## config.mk

```make
export PLATFORM = sky130hd
export DESIGN_NAME = rv64_integer_alu
export DESIGN_NICKNAME = d
export VERILOG_FILES = /design/src/rtl/rv64alu_pkg.sv /design/src/rtl/rv64_integer_alu.sv
export VERILOG_INCLUDE_DIRS = /design/src /design/src/rtl
export SDC_FILE = /design/constraint.sdc
export NUM_CORES = 1
export LEC_CHECK = 0
export ABC_AREA = 1
export BUFFER_PORTS_ARGS = -buffer_cell sky130_fd_sc_hd__buf_2
export CELL_PAD_IN_SITES_DETAIL_PLACEMENT = 2
export CELL_PAD_IN_SITES_GLOBAL_PLACEMENT = 2
export CORE_AREA = 4 4 254 355
export CTS_CLUSTER_SIZE = 30
export DETAILED_ROUTE_END_ITERATION = 10
export DIE_AREA = 0 0 258 359
export PLACE_DENSITY = 0.7
export SETUP_SLACK_MARGIN = 0.2
export SKIP_CTS_REPAIR_TIMING = 1
export SYNTH_ARGS = -nofsm -noshare
export SYNTH_HDL_FRONTEND = slang
export SYNTH_SLANG_ARGS = --single-unit
```

## constraint.sdc

```tcl
create_clock -name i_clk -period 2.65 [get_ports i_clk]
set_clock_uncertainty 0.1 [all_clocks]
set_input_delay 0.1325 -clock i_clk [delete_from_list [all_inputs] [get_ports i_clk]]
set_output_delay 0.1325 -clock i_clk [all_outputs]
set_load 0.01 [all_outputs]
```

## src/rtl/rv64_integer_alu_assert.svh

```systemverilog
// ----------------------------------------------------------------------------
// rv64_integer_alu_assert.svh
// Assertion macros for the integer ALU, clocked on i_clk, off during reset.
// ----------------------------------------------------------------------------
`ifndef RV64_INTEGER_ALU_ASSERT_SVH
`define RV64_INTEGER_ALU_ASSERT_SVH

// property must hold at every clock edge out of reset
`define RVA_ASSERT(lbl, prop, msg) \
    lbl: assert property (@(posedge i_clk) disable iff (!i_rst_n) (prop)) \
        else $error(msg);

// expression must never be true out of reset
`define RVA_ASSERT_NEVER(lbl, expr, msg) \
    `RVA_ASSERT(lbl, !(expr), msg)

`endif

```

## src/rtl/rv64alu_pkg.sv

```systemverilog
// ----------------------------------------------------------------------------
// rv64alu_pkg
// Operation codes and fixed widths of the RV64 integer ALU.
// ----------------------------------------------------------------------------
package rv64alu_pkg;

    // port widths of the request and result fields
    localparam int unsigned XLEN_W  = 64;
    localparam int unsigned CMD_W   = 4;
    localparam int unsigned SHAMT_W = 6;

    // operation codes
    typedef enum logic [CMD_W-1:0] {
        CMD_ADD  = 4'd0,
        CMD_SUB  = 4'd1,
        CMD_XOR  = 4'd2,
        CMD_OR   = 4'd3,
        CMD_AND  = 4'd4,
        CMD_SLL  = 4'd5,
        CMD_SRL  = 4'd6,
        CMD_SRA  = 4'd7,
        CMD_SLT  = 4'd8,
        CMD_SLTU = 4'd9,
        CMD_EQ   = 4'd10,
        CMD_NE   = 4'd11,
        CMD_LT   = 4'd12,
        CMD_GE   = 4'd13,
        CMD_LTU  = 4'd14,
        CMD_GEU  = 4'd15
    } t_alu_cmd;

endpackage

```

## src/rtl/rv64_integer_alu.sv

```systemverilog
// ----------------------------------------------------------------------------
// rv64_integer_alu
// Pipelined RV64 integer ALU: arithmetic, logic, shifts, set-less-than and
// branch compares.
// ----------------------------------------------------------------------------
// A request is taken on every clock edge with i_start high; o_busy is always
// low, so one request per cycle is sustained. The result shows on o_result
// with o_done for a single cycle, after passing through each register stage, in
// request order; the receiver has no way to hold it off. The four register
// stages are input capture, low half of the adder plus coarse byte shift,
// high half of the adder plus fine bit shift and compare, and the result
// select. Result bits at and above DATA_WIDTH read zero.
module rv64_integer_alu #(
    parameter int unsigned DATA_WIDTH = 64
) (
    input  logic                              i_clk,
    input  logic                              i_rst_n,
    input  logic                              i_start,
    input  logic [rv64alu_pkg::CMD_W-1:0]     i_command,
    input  logic [rv64alu_pkg::XLEN_W-1:0]    i_operand_a,
    input  logic [rv64alu_pkg::XLEN_W-1:0]    i_operand_b,
    output logic                              o_busy,
    output logic                              o_done,
    output logic [rv64alu_pkg::XLEN_W-1:0]    o_result
);
    import rv64alu_pkg::*;

    localparam int unsigned W  = DATA_WIDTH;
    localparam int unsigned LO = W / 2;
    localparam int unsigned HI = W - LO;

    // ------------------------------------------------------------------
    // Stage 1: capture request, drop operand bits above the width
    // ------------------------------------------------------------------
    logic                r_s1_vld;
    t_alu_cmd            r_s1_cmd;
    logic [W-1:0]        r_s1_a;
    logic [W-1:0]        r_s1_b;
    logic [SHAMT_W-1:0]  r_s1_sh;

    always_ff @(posedge i_clk) begin
        if (!i_rst_n) begin
            r_s1_vld <= 1'b0;
        end else begin
            r_s1_vld <= i_start;
        end
        r_s1_cmd <= t_alu_cmd'(i_command);
        r_s1_a   <= i_operand_a[W-1:0];
        r_s1_b   <= i_operand_b[W-1:0];
        r_s1_sh  <= i_operand_b[SHAMT_W-1:0];
    end

    // ------------------------------------------------------------------
    // Stage 2: low adder half, logic ops, equality, coarse shift
    // ------------------------------------------------------------------
    logic            n_s2_sub;
    logic [W-1:0]    n_s2_bx;
    logic [LO:0]     n_s2_lo;
    logic [W-1:0]    n_s2_logic;
    logic            n_s2_sll;
    logic            n_s2_fill;
    logic            n_s2_over;
    logic [W-1:0]    n_s2_src;
    logic [2*W-1:0]  n_s2_wide;
    logic [W-1:0]    n_s2_part;

    always_comb begin
        // subtract for sub and all compares
        n_s2_sub = (r_s1_cmd != CMD_ADD);
        n_s2_bx  = n_s2_sub ? ~r_s1_b : r_s1_b;
        n_s2_lo  = {1'b0, r_s1_a[LO-1:0]} + {1'b0, n_s2_bx[LO-1:0]}
                 + (LO+1)'(n_s2_sub);

        case (r_s1_cmd)
            CMD_XOR: n_s2_logic = r_s1_a ^ r_s1_b;
            CMD_OR:  n_s2_logic = r_s1_a | r_s1_b;
            CMD_AND: n_s2_logic = r_s1_a & r_s1_b;
            default: n_s2_logic = r_s1_a & r_s1_b;
        endcase

        // left shift runs through the right shifter on a reversed word
        n_s2_sll  = (r_s1_cmd == CMD_SLL);
        n_s2_fill = (r_s1_cmd == CMD_SRA) && r_s1_a[W-1];
        n_s2_over = ({1'b0, r_s1_sh} >= (SHAMT_W+1)'(W));
        for (int i = 0; i < W; i++) begin
            n_s2_src[i] = n_s2_sll ? r_s1_a[W-1-i] : r_s1_a[i];
        end
        n_s2_wide = {{W{n_s2_fill}}, n_s2_src} >> {r_s1_sh[SHAMT_W-1:3], 3'b000};
        n_s2_part = n_s2_wide[W-1:0];
    end

    logic            r_s2_vld;
    t_alu_cmd        r_s2_cmd;
    logic [HI-1:0]   r_s2_a_hi;
    logic [HI-1:0]   r_s2_bx_hi;
    logic            r_s2_c_lo;
    logic [LO-1:0]   r_s2_sum_lo;
    logic [W-1:0]    r_s2_logic;
    logic            r_s2_eq;
    logic [W-1:0]    r_s2_part;
    logic [2:0]      r_s2_fine;
    logic            r_s2_fill;
    logic            r_s2_over;
    logic            r_s2_sll;

    always_ff @(posedge i_clk) begin
        if (!i_rst_n) begin
            r_s2_vld <= 1'b0;
        end else begin
            r_s2_vld <= r_s1_vld;
        end
        r_s2_cmd    <= r_s1_cmd;
        r_s2_a_hi   <= r_s1_a[W-1:LO];
        r_s2_bx_hi  <= n_s2_bx[W-1:LO];
        r_s2_c_lo   <= n_s2_lo[LO];
        r_s2_sum_lo <= n_s2_lo[LO-1:0];
        r_s2_logic  <= n_s2_logic;
        r_s2_eq     <= (r_s1_a == r_s1_b);
        r_s2_part   <= n_s2_part;
        r_s2_fine   <= r_s1_sh[2:0];
        r_s2_fill   <= n_s2_fill;
        r_s2_over   <= n_s2_over;
        r_s2_sll    <= n_s2_sll;
    end

    // ------------------------------------------------------------------
    // Stage 3: high adder half, compares, fine shift
    // ------------------------------------------------------------------
    logic [HI:0]     n_s3_hi;
    logic            n_s3_ltu;
    logic            n_s3_lts;
    logic [2*W-1:0]  n_s3_wide;
    logic [W-1:0]    n_s3_rs;
    logic [W-1:0]    n_s3_shres;

    always_comb begin
        n_s3_hi  = {1'b0, r_s2_a_hi} + {1'b0, r_s2_bx_hi} + (HI+1)'(r_s2_c_lo);
        // no carry out of a + ~b + 1 means a < b
        n_s3_ltu = !n_s3_hi[HI];
        n_s3_lts = (r_s2_a_hi[HI-1] != ~r_s2_bx_hi[HI-1]) ? r_s2_a_hi[HI-1]
                                                          : n_s3_ltu;

        n_s3_wide = {{W{r_s2_fill}}, r_s2_part} >> r_s2_fine;
        n_s3_rs   = r_s2_over ? {W{r_s2_fill}} : n_s3_wide[W-1:0];
        for (int i = 0; i < W; i++) begin
            n_s3_shres[i] = r_s2_sll ? n_s3_rs[W-1-i] : n_s3_rs[i];
        end
    end

    logic            r_s3_vld;
    t_alu_cmd        r_s3_cmd;
    logic [W-1:0]    r_s3_sum;
    logic [W-1:0]    r_s3_logic;
    logic [W-1:0]    r_s3_shres;
    logic            r_s3_eq;
    logic            r_s3_ltu;
    logic            r_s3_lts;

    always_ff @(posedge i_clk) begin
        if (!i_rst_n) begin
            r_s3_vld <= 1'b0;
        end else begin
            r_s3_vld <= r_s2_vld;
        end
        r_s3_cmd   <= r_s2_cmd;
        r_s3_sum   <= {n_s3_hi[HI-1:0], r_s2_sum_lo};
        r_s3_logic <= r_s2_logic;
        r_s3_shres <= n_s3_shres;
        r_s3_eq    <= r_s2_eq;
        r_s3_ltu   <= n_s3_ltu;
        r_s3_lts   <= n_s3_lts;
    end

    // ------------------------------------------------------------------
    // Stage 4: result select into the output register
    // ------------------------------------------------------------------
    logic [W-1:0] n_sel;

    always_comb begin
        case (r_s3_cmd) inside
            CMD_ADD, CMD_SUB:          n_sel = r_s3_sum;
            CMD_XOR, CMD_OR, CMD_AND:  n_sel = r_s3_logic;
            CMD_SLL, CMD_SRL, CMD_SRA: n_sel = r_s3_shres;
            CMD_SLT, CMD_LT:           n_sel = W'(r_s3_lts);
            CMD_SLTU, CMD_LTU:         n_sel = W'(r_s3_ltu);
            CMD_EQ:                    n_sel = W'(r_s3_eq);
            CMD_NE:                    n_sel = W'(!r_s3_eq);
            CMD_GE:                    n_sel = W'(!r_s3_lts);
            CMD_GEU:                   n_sel = W'(!r_s3_ltu);
            default:                   n_sel = r_s3_sum;
        endcase
    end

    logic                r_done;
    logic [XLEN_W-1:0]   r_result;

    always_ff @(posedge i_clk) begin
        if (!i_rst_n) begin
            r_done <= 1'b0;
        end else begin
            r_done <= r_s3_vld;
        end
        r_result <= XLEN_W'(n_sel);
    end

    assign o_busy   = 1'b0;
    assign o_done   = r_done;
    assign o_result = r_result;

    // ------------------------------------------------------------------
    // Assertions
    // ------------------------------------------------------------------
`include "rv64_integer_alu_assert.svh"

    `RVA_ASSERT(a_latency, i_start && !o_busy |-> ##4 o_done, "request lost in pipeline")
    `RVA_ASSERT(a_no_spurious, !(i_start && !o_busy) |-> ##4 !o_done, "result without request")
    `RVA_ASSERT(a_cmp_bool, o_done && ($past(i_command, 4) >= CMD_SLT) |-> (o_result[XLEN_W-1:1] == '0), "compare result not 0 or 1")
    `RVA_ASSERT_NEVER(a_never_busy, o_busy, "busy raised")

endmodule

```

==> run_results.csv <==
group,metric,value,unit
synthesis,yosys-top-cells-area,"dfxtp_1 (46%), nand2_1 (12%), ha_1 (8.7%)",
synthesis,yosysTopAreaCellShare,46.0,%
global_route,track_usage,27.0,%
clocking,cts_tree,"yes",
setup_path,critPathRequiredTime,3110,ps
route,drt_wl_total,143000,µm
timing,rsz0062_at_grt,"yes",
clocking,htree_num_levels,3,
setup_path,worst-setup-path-type,"reg2reg",
setup_path,cp-end-kind,"flip-flop",
die,die-area,92600,µm²
hold_path,hold_class,"in2reg",
synthesis,async_flop_share,0,%
synthesis,synth_top_flop_cell,"dfxtp_1",
die,rows,128,
timing,whs,3.63,ps
power,combPwrFrac,19.1,%
synthesis,yosysTopAreaCell,"dfxtp_1",
timing,slew-limit-headroom,49.5,%
timing,finalHoldViolCount,0,
power,switchingPower,8.43,mW
cells_and_area,drive_gt1_share,21.6,%
cells_and_area,final_cell_area,37000,µm²
clocking,cts_root_buf,"clkbuf_16",
cells_and_area,seqCellArea,12700,µm²
timing,setup_viol,16,
route,wire_per_inst,27.1,µm
timing,post-route-worst-setup-slack,-300,ps
setup_path,setup.reg_to_reg.worst_slack,-300,ps
route,ant_nets,0,
global_route,grt_pass1_vias,28100,
cells_and_area,fillers,9582,
synthesis,syn_area_per_cell,7.91,µm²
setup_path,start_kind,"flip-flop",
cells_and_area,multi_input_area,14100,µm²
timing,fin_tns_setup,-1760,ps
power,netSwitchingFraction,30.5,%
setup_path,worst-endpoint-arrival,3410,ps
global_route,grt_max_degree,68,
cells_and_area,nets,4376,
synthesis,ys_ff_latch,634,
synthesis,synth_most_common_cell,"nand2_1",
synthesis,netlist_instances,3491,
timing,worstMarginPinSlew,758,ps
clocking,clk_latency,660,ps
synthesis,yosys-top-cells-count,"nand2_1 (856), dfxtp_1 (634), inv_1 (303), o21ai_0 (289), o21ai_1 (229)",
route,drt_iter0_drc,1316,
clocking,cts_num_sinks,634,
clocking,clockBufferDepth,3,
timing,slew_viol_final,0,
synthesis,ys_seq_area_share,46.0,%
route,vias_per_cell,5.14,
power,p_int,19.2,mW
clocking,cts_inserted_buffers,70,
die,coreArea,87000,µm²
synthesis,yosysWarnings,0,
place,hpwl,104000,µm
die,die_h,359,µm
power,ir_drop,534,µV
timing,finalCriticalPeriod,2950,ps
synthesis,yosysUniqueCellTypes,41,
die,die_x,258,µm
route,drc,0,
timing,fmaxAchievable,339,MHz
flow_run,maxCapViolCount,0,
power,power_leakage,17.1,nW
power,seqPwrFrac,40.9,%
die,ios,201,
clocking,clkTransAtPathRegs,80,ps
cells_and_area,fin_util,42.6,%
setup_path,cp_max_fo,7,
synthesis,synth_nets,3822,
power,pwr-share-clk,40.0,%
synthesis,synthesis.area,27600,µm²
global_route,grt_first_pass_wirelength,186000,µm
route,dr_total_vias,27100,
die,start_util,31.7,%
place,io_buffers,199,
synthesis,synth_edf_count,0,
place,post-place-ws,-347,ps
cells_and_area,area_growth,34.2,%
status,status,"finished, violations left",
global_route,antenna_found_initial,13,
timing,finalCritPeriodShare,111,%
route,first_pass_iters,5,
place,gp_congestion,0.933,
place,placed_cell_area,31600,µm²
status,violations,"negative setup slack",
global_route,overflow,0,
power,pwr_density_cell,745,nW/µm²
-- through the flow --
step	std cells	power, mW
6_report	5272	27.6
4_1_cts	5100	26.9
5_1_grt	5270	28.7
3_3_place_gp	4975	15.8
3_5_place_dp	4975	15.9
2_1_floorplan	3491	13.4
-- worst max-delay path, stage by stage (launching register included) --
cell,delay [ps]
dfxtp_4,350
nor2_4,200
nand2_8,140
buf_12,190
buf_12,150
buf_6,130
xor2_1,150
ha_1,360
nand2_1,100
inv_1,190
nand3_1,290
nor3_1,300
nor2_1,100
nand2_1,120
-- per-layer routing --
| layer | GRT usage (%) | share of wire (%) |
|---|---|---|
| met3 | 3.21 | 3.4 |
| met1 | 30.2 | 38 |
| met5 | 0 | 0.0077 |
| met4 | 12.5 | 6.4 |
| met2 | 50.5 | 52 |
-- layout by cell type, fill, tap and decap left out, types with 5 or more instances in the layout --
| cell | count |
|---|---|
| bufinv_16 | 12 |
| nor3_1 | 7 |
| o21ai_2 | 24 |
| clkinvlp_4 | 10 |
| nand4_1 | 13 |
| nor2_1 | 100 |
| inv_2 | 26 |
| nand2_4 | 9 |
| o21bai_1 | 11 |
| o21ai_0 | 268 |
| nand3_2 | 6 |
| a21oi_2 | 27 |
| nor2_4 | 19 |
| a21o_1 | 11 |
| o211ai_1 | 95 |
| dfxtp_2 | 13 |
| ha_4 | 11 |
| nor2_2 | 19 |
| dfxtp_1 | 620 |
| xor2_2 | 16 |
| clkbuf_1 | 5 |
| mux2i_1 | 8 |
| clkbuf_16 | 74 |
| nand3_1 | 213 |
| buf_6 | 11 |
| clkbuf_8 | 14 |
| inv_1 | 283 |
| buf_4 | 293 |
| nor4_1 | 13 |
| o21ai_1 | 232 |
| buf_2 | 199 |
| a21oi_1 | 101 |
| nand2_1 | 809 |
| dlygate4sd3_1 | 135 |
| buf_12 | 12 |
| nand2_2 | 35 |
| xor2_1 | 84 |
| ha_1 | 180 |
-- kinds of logic (layout without fill, tap and decap cells) --
kind of cell / after synthesis / in the layout / synth area share [%]
mux: 8 / 8 / 0.290
buf+inv: 485 / 1092 / 6.94
xor+xnor: 104 / 104 / 3.30
flops: 634 / 634 / 46.0
fa+ha+maj: 196 / 196 / 8.97
other cells: 1 / 5 / 0.0136
simple gates: 1267 / 1267 / 18.7
compound gates: 796 / 796 / 15.8
-- area by class of cell --
class | count | area share [%]
clock inverter | 34 | 1.55
sequential | 634 | 34.3
antenna | 4 | 0.0270
inverter | 314 | 3.20
tap | 1170 | 3.95
timing repair buffer | 653 | 13.4
multi-input combinational | 2372 | 38.1
clock buffer | 91 | 5.44
-- power by group through the flow --
stage / Combinational, mW / Clock, mW / Sequential, mW
after global placement: 4.35 / 0 / 11.4
after floorplan: 2.25 / 0 / 11.2
after detailed placement: 4.44 / 0 / 11.4
final: 5.28 / 11.0 / 11.3
after global routing: 5.65 / 11.7 / 11.4
after CTS: 4.50 / 11.1 / 11.2
-- path summary, 6_finish.rpt --
check / start / depth (start not counted) / to
max: r_s1_cmd[2] / 13 / r_s2_c_lo
min: i_operand_a[21] / 2 / r_s1_a[21]
min reg2reg: r_s2_logic[32] / 0 / r_s3_logic[32]
max reg2reg: r_s1_cmd[2] / 13 / r_s2_c_lo
-- flip-flops by register name, summed over array words and instances, names as in the netlist, 3 cells and up --
name / cells
r_s3_sum: 64
o_result: 64
r_s2_logic: 64
r_s3_shres: 64
r_s2_bx_hi: 32
r_s3_cmd: 4
r_s1_a: 64
r_s2_sum_lo: 32
r_s1_sh: 5
r_s1_b: 59
r_s1_cmd: 4
r_s2_a_hi: 32
r_s3_logic: 64
r_s2_part: 64
r_s2_cmd: 4
r_s2_fine: 3
(Power assumes the default switching activity.)
